<file path="src/rtl/hrlp_pkg.sv">
package hrlp_pkg;

  // one-hot parser phase
  typedef enum logic [7:0] {
    PH_IDLE   = 8'b0000_0001,
    PH_MFIRST = 8'b0000_0010,
    PH_PSEC   = 8'b0000_0100,
    PH_METHOD = 8'b0000_1000,
    PH_SP     = 8'b0001_0000,
    PH_URI    = 8'b0010_0000,
    PH_QUERY  = 8'b0100_0000,
    PH_VER    = 8'b1000_0000
  } phase_t;

  localparam logic [1:0] CLS_FRAME   = 2'd0;
  localparam logic [1:0] CLS_URI     = 2'd1;
  localparam logic [1:0] CLS_QUERY   = 2'd2;
  localparam logic [1:0] CLS_IGNORED = 2'd3;

  localparam logic [1:0] RES_OK         = 2'd0;
  localparam logic [1:0] RES_BAD_METHOD = 2'd1;
  localparam logic [1:0] RES_NO_URI     = 2'd2;
  localparam logic [1:0] RES_BAD_VER    = 2'd3;

  localparam logic [2:0] MTH_OPTIONS = 3'd0;
  localparam logic [2:0] MTH_GET     = 3'd1;
  localparam logic [2:0] MTH_HEAD    = 3'd2;
  localparam logic [2:0] MTH_POST    = 3'd3;
  localparam logic [2:0] MTH_PUT     = 3'd4;
  localparam logic [2:0] MTH_DELETE  = 3'd5;
  localparam logic [2:0] MTH_TRACE   = 3'd6;
  localparam logic [2:0] MTH_CONNECT = 3'd7;

  localparam logic [7:0] CH_NUL   = 8'h00;
  localparam logic [7:0] CH_SP    = 8'h20;
  localparam logic [7:0] CH_QMARK = 8'h3F;
  localparam logic [7:0] CH_CR    = 8'h0D;
  localparam logic [7:0] CH_LF    = 8'h0A;

  typedef struct packed {
    logic       line_start;
    logic [7:0] data_byte;
  } in_item_t;

  typedef struct packed {
    logic [1:0] byte_class;
    logic [7:0] byte_echo;
    logic       line_done;
    logic [1:0] parse_result;
    logic [2:0] method_id;
    logic [3:0] ver_major;
    logic [3:0] ver_minor;
  } out_item_t;

  typedef struct packed {
    phase_t     phase;
    logic [2:0] cand;
    logic [2:0] mpos;
    logic       uri_ne;
    logic [3:0] vpos;
    logic [3:0] major;
    logic [3:0] minor;
  } ctx_t;

  function automatic logic [7:0] method_char(input logic [2:0] m, input logic [2:0] p);
    logic [55:0] name;
    case (m)
      MTH_OPTIONS: name = "OPTIONS";
      MTH_GET:     name = {"GET", 32'h0};
      MTH_HEAD:    name = {"HEAD", 24'h0};
      MTH_POST:    name = {"POST", 24'h0};
      MTH_PUT:     name = {"PUT", 32'h0};
      MTH_DELETE:  name = {"DELETE", 8'h0};
      MTH_TRACE:   name = {"TRACE", 16'h0};
      MTH_CONNECT: name = "CONNECT";
      default:     name = '0;
    endcase
    // character 0 sits in the top byte
    return name[6'(55 - 8 * int'(p)) -: 8];
  endfunction

  function automatic logic [2:0] method_len(input logic [2:0] m);
    case (m)
      MTH_OPTIONS: return 3'd7;
      MTH_GET:     return 3'd3;
      MTH_HEAD:    return 3'd4;
      MTH_POST:    return 3'd4;
      MTH_PUT:     return 3'd3;
      MTH_DELETE:  return 3'd6;
      MTH_TRACE:   return 3'd5;
      MTH_CONNECT: return 3'd7;
      default:     return 3'd7;
    endcase
  endfunction

endpackage

</file>
<file path="src/rtl/hrlp_in_if.sv">
interface hrlp_in_if;
  import hrlp_pkg::*;
  logic       valid;
  logic       ready;
  logic       line_start;
  logic [7:0] data_byte;

  modport source (output valid, output line_start, output data_byte, input ready);
  modport sink   (input valid, input line_start, input data_byte, output ready);
endinterface

</file>
<file path="src/rtl/hrlp_out_if.sv">
interface hrlp_out_if;
  import hrlp_pkg::*;
  logic       valid;
  logic       ready;
  logic [1:0] byte_class;
  logic [7:0] byte_echo;
  logic       line_done;
  logic [1:0] parse_result;
  logic [2:0] method_id;
  logic [3:0] ver_major;
  logic [3:0] ver_minor;

  modport source (output valid, output byte_class, output byte_echo, output line_done,
                  output parse_result, output method_id, output ver_major,
                  output ver_minor, input ready);
  modport sink   (input valid, input byte_class, input byte_echo, input line_done,
                  input parse_result, input method_id, input ver_major,
                  input ver_minor, output ready);
endinterface

</file>
<file path="src/rtl/hrlp_in_reg.sv">
module hrlp_in_reg
  import hrlp_pkg::*;
(
  input  logic        clk,
  input  logic        rst_n,
  hrlp_in_if.sink     in_ch,
  output in_item_t    item,
  output logic        item_vld,
  input  logic        item_take
);

  in_item_t item_r;
  logic     vld_r, vld_nxt;

  assign in_ch.ready = !vld_r || item_take;
  assign vld_nxt     = in_ch.valid ? 1'b1 : (vld_r && !item_take);

  always_ff @(posedge clk) begin
    if (!rst_n) begin
      vld_r <= 1'b0;
    end else if (in_ch.ready) begin
      vld_r <= vld_nxt;
    end
  end

  always_ff @(posedge clk) begin
    if (in_ch.valid && in_ch.ready) begin
      item_r.line_start <= in_ch.line_start;
      item_r.data_byte  <= in_ch.data_byte;
    end
  end

  assign item     = item_r;
  assign item_vld = vld_r;

endmodule

</file>
<file path="src/rtl/hrlp_engine.sv">
module hrlp_engine
  import hrlp_pkg::*;
(
  input  logic        clk,
  input  logic        rst_n,
  input  in_item_t    item,
  input  logic        item_vld,
  output logic        item_take,
  hrlp_out_if.source  out_ch
);

  ctx_t      ctx_r, ctx_nxt;
  ctx_t      wk;
  out_item_t res_r, res_nxt;
  logic      out_vld_r;

  logic [7:0] b, u;
  logic       done, hit, ok;
  logic [1:0] cls, code;
  logic [3:0] np;

  assign item_take = item_vld && (!out_vld_r || out_ch.ready);

  always_comb begin
    b   = item.data_byte;
    u   = (b >= "a" && b <= "z") ? b - 8'd32 : b;
    wk  = ctx_r;
    if (item.line_start) begin
      wk       = '0;
      wk.phase = PH_MFIRST;
    end
    ctx_nxt = wk;
    cls     = CLS_FRAME;
    done    = 1'b0;
    code    = RES_OK;
    hit     = 1'b1;
    ok      = 1'b0;
    np      = {1'b0, wk.mpos} + 4'd1;

    case (wk.phase)
      PH_MFIRST: begin
        case (u)
          "O":     ctx_nxt.cand = MTH_OPTIONS;
          "G":     ctx_nxt.cand = MTH_GET;
          "H":     ctx_nxt.cand = MTH_HEAD;
          "D":     ctx_nxt.cand = MTH_DELETE;
          "T":     ctx_nxt.cand = MTH_TRACE;
          "C":     ctx_nxt.cand = MTH_CONNECT;
          "P": begin
            ctx_nxt.phase = PH_PSEC;
            hit = 1'b0;
          end
          default: begin
            hit  = 1'b0;
            done = 1'b1;
            code = RES_BAD_METHOD;
          end
        endcase
        if (hit) begin
          ctx_nxt.mpos  = 3'd1;
          ctx_nxt.phase = PH_METHOD;
        end
      end
      PH_PSEC: begin
        if (u == "O" || u == "U") begin
          ctx_nxt.cand  = (u == "O") ? MTH_POST : MTH_PUT;
          ctx_nxt.mpos  = 3'd2;
          ctx_nxt.phase = PH_METHOD;
        end else begin
          done = 1'b1;
          code = RES_BAD_METHOD;
        end
      end
      PH_METHOD: begin
        if (u != method_char(wk.cand, wk.mpos)) begin
          done = 1'b1;
          code = RES_BAD_METHOD;
        end else begin
          ctx_nxt.mpos = np[2:0];
          if (np >= {1'b0, method_len(wk.cand)}) ctx_nxt.phase = PH_SP;
        end
      end
      PH_SP: begin
        if (b == CH_SP) begin
          ctx_nxt.uri_ne = 1'b0;
          ctx_nxt.phase  = PH_URI;
        end else begin
          done = 1'b1;
          code = RES_NO_URI;
        end
      end
      PH_URI: begin
        if (b == CH_SP || b == CH_QMARK || b == CH_NUL) begin
          if (!wk.uri_ne) begin
            done = 1'b1;
            code = RES_NO_URI;
          end else if (b == CH_QMARK) begin
            ctx_nxt.phase = PH_QUERY;
          end else if (b == CH_SP) begin
            ctx_nxt.vpos  = 4'd1;
            ctx_nxt.phase = PH_VER;
          end else begin
            done = 1'b1;
            code = RES_BAD_VER;
          end
        end else begin
          cls            = CLS_URI;
          ctx_nxt.uri_ne = 1'b1;
        end
      end
      PH_QUERY: begin
        if (b == CH_SP) begin
          ctx_nxt.vpos  = 4'd1;
          ctx_nxt.phase = PH_VER;
        end else if (b == CH_NUL) begin
          done = 1'b1;
          code = RES_BAD_VER;
        end else begin
          cls = CLS_QUERY;
        end
      end
      PH_VER: begin
        // position walks "HTTP/d.d\r\n"; digits carry their value in the low nibble
        case (wk.vpos)
          4'd1:    ok = (b == "H");
          4'd2:    ok = (b == "T");
          4'd3:    ok = (b == "T");
          4'd4:    ok = (b == "P");
          4'd5:    ok = (b == "/");
          4'd6:    ok = (b >= "0" && b <= "9");
          4'd7:    ok = (b == ".");
          4'd8:    ok = (b >= "0" && b <= "9");
          4'd9:    ok = (b == CH_CR);
          4'd10:   ok = (b == CH_LF);
          default: ok = 1'b0;
        endcase
        if (ok && wk.vpos == 4'd6) ctx_nxt.major = b[3:0];
        if (ok && wk.vpos == 4'd8) ctx_nxt.minor = b[3:0];
        if (!ok) begin
          done = 1'b1;
          code = RES_BAD_VER;
        end else if (wk.vpos == 4'd10) begin
          done = 1'b1;
        end else begin
          ctx_nxt.vpos = wk.vpos + 4'd1;
        end
      end
      default: cls = CLS_IGNORED;
    endcase

    if (done) ctx_nxt.phase = PH_IDLE;

    res_nxt.byte_class   = cls;
    res_nxt.byte_echo    = b;
    res_nxt.line_done    = done;
    res_nxt.parse_result = done ? code : RES_OK;
    res_nxt.method_id    = done ? ctx_nxt.cand : 3'd0;
    res_nxt.ver_major    = (done && code == RES_OK) ? ctx_nxt.major : 4'd0;
    res_nxt.ver_minor    = (done && code == RES_OK) ? ctx_nxt.minor : 4'd0;
  end

  always_ff @(posedge clk) begin
    if (!rst_n) begin
      ctx_r     <= '{PH_IDLE, 3'd0, 3'd0, 1'b0, 4'd0, 4'd0, 4'd0};
      out_vld_r <= 1'b0;
    end else begin
      if (item_take) ctx_r <= ctx_nxt;
      if (item_take) out_vld_r <= 1'b1;
      else if (out_ch.ready) out_vld_r <= 1'b0;
    end
  end

  always_ff @(posedge clk) begin
    if (item_take) res_r <= res_nxt;
  end

  assign out_ch.valid        = out_vld_r;
  assign out_ch.byte_class   = res_r.byte_class;
  assign out_ch.byte_echo    = res_r.byte_echo;
  assign out_ch.line_done    = res_r.line_done;
  assign out_ch.parse_result = res_r.parse_result;
  assign out_ch.method_id    = res_r.method_id;
  assign out_ch.ver_major    = res_r.ver_major;
  assign out_ch.ver_minor    = res_r.ver_minor;

  a_done_goes_idle: assert property (@(posedge clk) disable iff (!rst_n)
    item_take && done |=> ctx_r.phase == PH_IDLE)
    else $error("parser not idle after line done");

  a_done_is_framing: assert property (@(posedge clk) disable iff (!rst_n)
    out_vld_r && res_r.line_done |-> res_r.byte_class == CLS_FRAME)
    else $error("done beat with non-framing class");

  a_err_no_version: assert property (@(posedge clk) disable iff (!rst_n)
    out_vld_r && res_r.parse_result != RES_OK |->
      res_r.line_done && res_r.ver_major == 4'd0 && res_r.ver_minor == 4'd0)
    else $error("error code without done or with version digits");

  a_start_not_ignored: assert property (@(posedge clk) disable iff (!rst_n)
    item_take && item.line_start |=> res_r.byte_class == CLS_FRAME)
    else $error("line start byte classed as ignored");

endmodule

</file>
<file path="src/rtl/http_request_line_parser_top.sv">
// HTTP request line parser.
// in_ch: one raw request-line byte per beat (valid/ready); line_start marks
//   the first method byte of a new line and restarts the parser.
// out_ch: exactly one result beat per input beat, in order: byte class
//   (framing, URI, query, ignored), the echoed byte, and on the last byte of
//   a line (final LF or first error) line_done with status, method code and
//   the HTTP major/minor digits.
// An input beat passes the input register, then the per-byte state update
//   and the result register, which are loaded in the same cycle.
// Throughput is one byte per cycle while out_ch takes results; the phase
//   register closes its loop through combinational compare logic.
// Reset (rst_n low, synchronous) empties both registers and leaves the
//   parser idle; bytes before the first line_start come out as ignored.
// When out_ch stalls the result register holds; the input register still
//   takes one more beat if it was empty, then in_ch.ready drops until the result is taken.
module http_request_line_parser_top
  import hrlp_pkg::*;
(
  input  logic        clk,
  input  logic        rst_n,
  hrlp_in_if.sink     in_ch,
  hrlp_out_if.source  out_ch
);

  in_item_t item;
  logic     item_vld;
  logic     item_take;

  hrlp_in_reg u_in_reg (
    .clk       (clk),
    .rst_n     (rst_n),
    .in_ch     (in_ch),
    .item      (item),
    .item_vld  (item_vld),
    .item_take (item_take)
  );

  hrlp_engine u_engine (
    .clk       (clk),
    .rst_n     (rst_n),
    .item      (item),
    .item_vld  (item_vld),
    .item_take (item_take),
    .out_ch    (out_ch)
  );

endmodule
</file>
<file path="src/flat_wrapper.sv">
// flat-port wrapper written by rule: the top's interface ports become plain ports
module http_request_line_parser_top_flat import hrlp_pkg::*;
  (clk, rst_n, in_ch_valid, in_ch_line_start, in_ch_data_byte, in_ch_ready, out_ch_valid, out_ch_byte_class, out_ch_byte_echo, out_ch_line_done, out_ch_parse_result, out_ch_method_id, out_ch_ver_major, out_ch_ver_minor, out_ch_ready);
  hrlp_in_if in_ch_i ();
  hrlp_out_if out_ch_i ();
  input  logic clk;
  input  logic rst_n;
  input wire logic [$bits(in_ch_i.valid)-1:0] in_ch_valid;
  input wire logic [$bits(in_ch_i.line_start)-1:0] in_ch_line_start;
  input wire logic [$bits(in_ch_i.data_byte)-1:0] in_ch_data_byte;
  output wire logic [$bits(in_ch_i.ready)-1:0] in_ch_ready;
  output wire logic [$bits(out_ch_i.valid)-1:0] out_ch_valid;
  output wire logic [$bits(out_ch_i.byte_class)-1:0] out_ch_byte_class;
  output wire logic [$bits(out_ch_i.byte_echo)-1:0] out_ch_byte_echo;
  output wire logic [$bits(out_ch_i.line_done)-1:0] out_ch_line_done;
  output wire logic [$bits(out_ch_i.parse_result)-1:0] out_ch_parse_result;
  output wire logic [$bits(out_ch_i.method_id)-1:0] out_ch_method_id;
  output wire logic [$bits(out_ch_i.ver_major)-1:0] out_ch_ver_major;
  output wire logic [$bits(out_ch_i.ver_minor)-1:0] out_ch_ver_minor;
  input wire logic [$bits(out_ch_i.ready)-1:0] out_ch_ready;
  assign in_ch_i.valid = in_ch_valid;
  assign in_ch_i.line_start = in_ch_line_start;
  assign in_ch_i.data_byte = in_ch_data_byte;
  assign in_ch_ready = in_ch_i.ready;
  assign out_ch_valid = out_ch_i.valid;
  assign out_ch_byte_class = out_ch_i.byte_class;
  assign out_ch_byte_echo = out_ch_i.byte_echo;
  assign out_ch_line_done = out_ch_i.line_done;
  assign out_ch_parse_result = out_ch_i.parse_result;
  assign out_ch_method_id = out_ch_i.method_id;
  assign out_ch_ver_major = out_ch_i.ver_major;
  assign out_ch_ver_minor = out_ch_i.ver_minor;
  assign out_ch_i.ready = out_ch_ready;
  http_request_line_parser_top u_core (.clk(clk), .rst_n(rst_n), .in_ch(in_ch_i), .out_ch(out_ch_i));
endmodule
</file>
<file path="config.mk">
export PLATFORM = sky130hd
export DESIGN_NAME = http_request_line_parser_top_flat
export DESIGN_NICKNAME = d
export VERILOG_FILES = /design/src/rtl/hrlp_pkg.sv /design/src/rtl/hrlp_in_if.sv /design/src/rtl/hrlp_out_if.sv /design/src/rtl/hrlp_in_reg.sv /design/src/rtl/hrlp_engine.sv /design/src/rtl/http_request_line_parser_top.sv /design/src/flat_wrapper.sv
export SDC_FILE = /design/constraint.sdc
export NUM_CORES = 1
export LEC_CHECK = 0
export BUFFER_PORTS_ARGS = -buffer_cell sky130_fd_sc_hd__buf_2
export CORE_MARGIN = 8
export CORE_UTILIZATION = 40
export CTS_CLUSTER_SIZE = 28
export DETAILED_ROUTE_END_ITERATION = 12
export PLACE_DENSITY_LB_ADDON = 0.15
export SETUP_SLACK_MARGIN = 0.02
export SYNTH_ARGS = -nofsm -noshare
export SYNTH_HDL_FRONTEND = slang
export SYNTH_HIERARCHICAL = 1
export SYNTH_SLANG_ARGS = --single-unit
</file>
<file path="constraint.sdc">
create_clock -name clk -period 7.8 [get_ports clk]
set_input_delay 0 -clock clk [delete_from_list [all_inputs] [get_ports clk]]
set_output_delay 0 -clock clk [all_outputs]
set_load 0.02 [all_outputs]
</file>
==> reports/metrics.sh <==
OUTCOME='complete, no violations'
POSTCTSRESIZEDCELLS=0
SYN-MEAN-INSTANCE-AREA_UM2=8.37
PLACE.PORT_BUFFERS=38
TRITONCTS_NUM_SINKS=62
NETLIST_INSTANCES=533
DETAILEDPLACEMENTHPWL_UM=8790
POST_DRT_VIA_CELL_RATIO=5.91
DRTANTENNAVIOLNETS=0
FINAL_NET_COUNT=592
TRACK_USAGE_PCT=17.0
CRITICAL_PATH_REQUIRED_NS=8.02
DR_TOTAL_VIAS=4189
RD_PLACE_CONGESTION=0.901
CELLPOWERDENSITY_nW_PER_UM2=156
GLOBAL_ROUTE_WIRE_LENGTH_BEFORE_REPAIR_UM=19900
SYNTH_TOP_FLOP_CELL='edfxtp_1'
CLK_LATENCY_NS=0.36
HOLD_CLASS='in2reg'
MAX_FREQ_MHz=205
PATH_DELAY_FAMILY='simple AND/OR/NAND/NOR gates'
CLK_TRANSITION_REPORTED_PATHS_NS=0.07
TIMING.REG2REG.SETUP_SLACK_NS=2.93
DIE_W_UM=122
GRT_START_MAX_NET_PINS=42
NUMBER_OF_MAX_SLEW_VIOLATIONS_IN_THE_FINAL_REPORT=0
CRIT_BUF_INV=1
WORST_R2R_ENDPOINT='u_core/u_engine/out_ch.ver_major[2]$_SDFFCE_PN0P_'
SETUP_TNS_NS=0
ROUTEDWLPERCELL_UM=17.4
PATH_CELLS='nand2b_2 > clkinv_1 > ha_1 > or4b_1 > a31oi_2 > o221ai_1 > mux2i_1 > nor4b_1 > and3_4 > or2_4 > nand4_2 > or3b_1 > nor2_2'
FIRST_GLOBAL_VIAS=3943
POST-ROUTE-UTIL_PCT=46.3
CRIT_PATH_MAX_INCR_DELAY_NS=0.85
CRITPATHMAXFANOUT=21
FIN_CRIT_SH_PCT=62.4
POST-ROUTE-WORST-SETUP-SLACK_NS=2.93
POSTCTSSETUPREPAIRBUFS=0
WORST-R2R-CELL-COUNT=13
CPMAXSTAGEDELAYCELL='edfxtp_1'
CLOCKROOTBUFFER='clkbuf_8'
MAX-CLOCK-PATH-BUFFERS=2
CRITPATHCAPTURETYPE='flop'
DIE_Y_UM=122
COUNT_OF_FILLER_CELLS_INSERTED_IN_THE_LAYOUT=1090
SLEW_HEADROOM_PCT=19.2
CRIT_TYPE='reg2reg'
POST_SYNTH_INSTANCE_AREA_UM2=4460
YOSYS.AREA.TOP_TYPE_SHARE_PCT=22.2
DIE_AREA_UM2=14800
TIMING.FINAL.HOLD_VIOLATIONS=0
FP-ROW-COUNT=38
SETUP_VIOL=0
YOSYSTOPAREACELL='edfxtp_1'
ROUTED_WL_UM=12300
TOTAL_LEAKAGE_POWER_nW=1.79
FIRST_PASS_ITERS=4
GRT_SETUP_UNREPAIRED='no'
LAYOUT_CELL_SHARE_WITH_DRIVE_STRENGTH_BEYOND_1_PCT=14.2
CORE_AREA_UM2=10900
WORSTMARGINPINSLEW_NS=1.20
STDCELL_COUNT=709
SYNTHDISTINCTLIBCELLS=83
CP_DATA_ARRIVAL_TIME_NS=5.09
PLACE_WS_NS=3.03
SYNTH-EDFF-COUNT=33
MAX_CAPACITANCE_VIOLATION_TOTAL=0
GRT_REMAINING_OVERFLOW=0
TOTAL_CTS_BUFFERS=9
DETAIL_ROUTE.ITER0.VIOLATIONS=299
PEAKVDDDROP_mV=0.103
PART_OF_THE_YOSYS_AREA_USED_FOR_SEQUENTIAL_ELEMENTS_PCT=35.2
PERIOD_MINUS_SLACK_NS=4.87
LAYOUT-AREA-OVERHEAD-VS-SYNTH_PCT=13.0
SYNTH_SEQ_CELLS=62
TIMING.CLOCK.SKEW_NS=0.00609
SYNTH_TOP_CELLS_BY_AREA='edfxtp_1 (22%), dfxtp_1 (13%), a21oi_1 (4.7%)'
YS.WARNINGS.COUNT=6
HOLDPATHSTAGES=2
SETUP_CRIT_START_KIND='flop'
CRIT_PATH_START='u_core/u_in_reg/item[8]$_DFFE_PP_'
H_TREE_LVLS=3
SYNTH-ASYNC-RESET-RATIO_PCT=0
PLACED_CELLS=680
SYN-NUM-NETS=561
REGTOREGSTARTPOINT='u_core/u_in_reg/item[8]$_DFFE_PP_'
HOLD-PATH-ENDPOINT='u_core/u_in_reg/item[8]$_DFFE_PP_'
DETAIL_ROUTE.DRC_VIOLATIONS=0
IO_PINS=39
CTS_TREE='built'
ANTENNADIODECOUNT=0
ANTENNA_FOUND_INITIAL=0
START_UTIL_PCT=41.0
HP-START='in_ch_line_start'
[flip-flops by register name, indices dropped and copies added (netlist names)]
signal                               flops
u_core/u_engine/out_ch.valid             1
u_core/u_in_reg/item                     9
u_core/u_engine/out_ch.ver_major         4
u_core/u_engine/out_ch.ver_minor         4
u_core/u_engine/out_ch.byte_class        2
u_core/u_engine/ctx_r                   27
u_core/u_engine/out_ch.parse_result      2
u_core/u_engine/out_ch.byte_echo         8
u_core/u_engine/out_ch.method_id         3
u_core/u_in_reg/item_vld                 1
u_core/u_engine/out_ch.line_done         1
[routing by layer]
metal	vias up	global-route usage (%)	part of all wire [%]
met4	0	7.48	1.8
met2	118	27.4	46
li1	2056	-	-
met1	1998	21.3	47
met3	17	3.79	5.4
met5	-	0	0
[cell type report]
class	count	area [µm²]	share of cell area [%]
Clock buffer	9	124	2.46
Clock inverter	7	88.8	1.76
Inverter	22	82.6	1.64
Multi-Input combinational cell	415	2660	52.7
Sequential cell	62	1570	31.2
Tap cell	140	175	3.47
Timing Repair Buffer	54	343	6.80
[logic make-up after synthesis]
group | count (synthesis) | synth area share, %
XOR/XNOR | 8 | 1.57
multiplexers | 7 | 1.57
adder cells (fa/ha/maj) | 15 | 4.21
AND/OR/NAND/NOR | 225 | 27.8
AO/OA/AOI/OAI | 160 | 24.4
buffers and inverters | 56 | 5.21
flip-flops | 62 | 35.2
[worst max path at each step]
stage | depth (start not counted) | to
detailed placement | 13 | u_core/u_engine/out_ch.ver_major[2]$_SDFFCE_PN0P_
global placement | 13 | u_core/u_engine/out_ch.ver_major[1]$_SDFFCE_PN0P_
floorplan | 18 | u_core/u_engine/out_ch.ver_major[0]$_SDFFCE_PN0P_
CTS | 13 | u_core/u_engine/out_ch.ver_major[2]$_SDFFCE_PN0P_
finish | 13 | u_core/u_engine/out_ch.ver_major[2]$_SDFFCE_PN0P_
global route | 13 | u_core/u_engine/out_ch.ver_major[2]$_SDFFCE_PN0P_
[per-stage QoR]
| stage | total power, mW | hold WS [ns] | area, µm² |
|---|---|---|---|
| after floorplan | 0.445 | 0.0989 | 4460 |
| after global placement | 0.476 | 0.176 | 4700 |
| after detailed placement | 0.476 | 0.179 | 4700 |
| after CTS | 0.798 | 0.316 | 5040 |
| after global routing | 0.817 | 0.348 | 5040 |
| final | 0.785 | 0.346 | 5040 |
[cell usage after synthesis (7+ instances only)]
master	n
a21oi_1	42
a32oi_1	10
and2_1	7
clkbuf_1	24
dfxtp_1	29
edfxtp_1	33
ha_1	15
inv_1	19
mux2i_1	7
nand2_1	56
nand2b_1	14
nand3_1	16
nor2_1	41
nor2_2	8
nor2b_1	13
nor3_1	13
nor3b_1	9
nor4_1	8
o21ai_0	32
o22ai_1	10
xnor2_1	7
[layout by cell type (no fill, tap or decap), types with 8 or more instances in the layout]
cell | Yosys | routed
nor3_1 | 13 | 13
nor2_1 | 41 | 41
buf_2 | 6 | 38
nand2b_1 | 14 | 14
dfxtp_1 | 29 | 29
edfxtp_1 | 33 | 33
nor2_2 | 8 | 8
a21oi_1 | 42 | 42
dlygate4sd3_1 | 0 | 13
nand3_1 | 16 | 16
clkbuf_8 | 0 | 9
o21ai_0 | 32 | 32
nor3b_1 | 9 | 9
nor2b_1 | 13 | 13
a32oi_1 | 10 | 10
nand2_1 | 56 | 56
inv_1 | 19 | 19
o22ai_1 | 10 | 10
nor4_1 | 8 | 8
ha_1 | 15 | 15
[where the power goes]
part / internal (mW) / leakage, nW / switching, mW
logic: 0.0349 / 1.15 / 0.0619
registers: 0.358 / 0.544 / 0.0198
clock network: 0.177 / 0.104 / 0.133
total: 0.571 / 1.79 / 0.215
[timing repair]
item	4_1_cts	5_1_grt
hold buffers	13	0
endpoints found under the hold margin	13	0
setup endpoints to repair	0	0
Power figures use the tool's default switching activity.
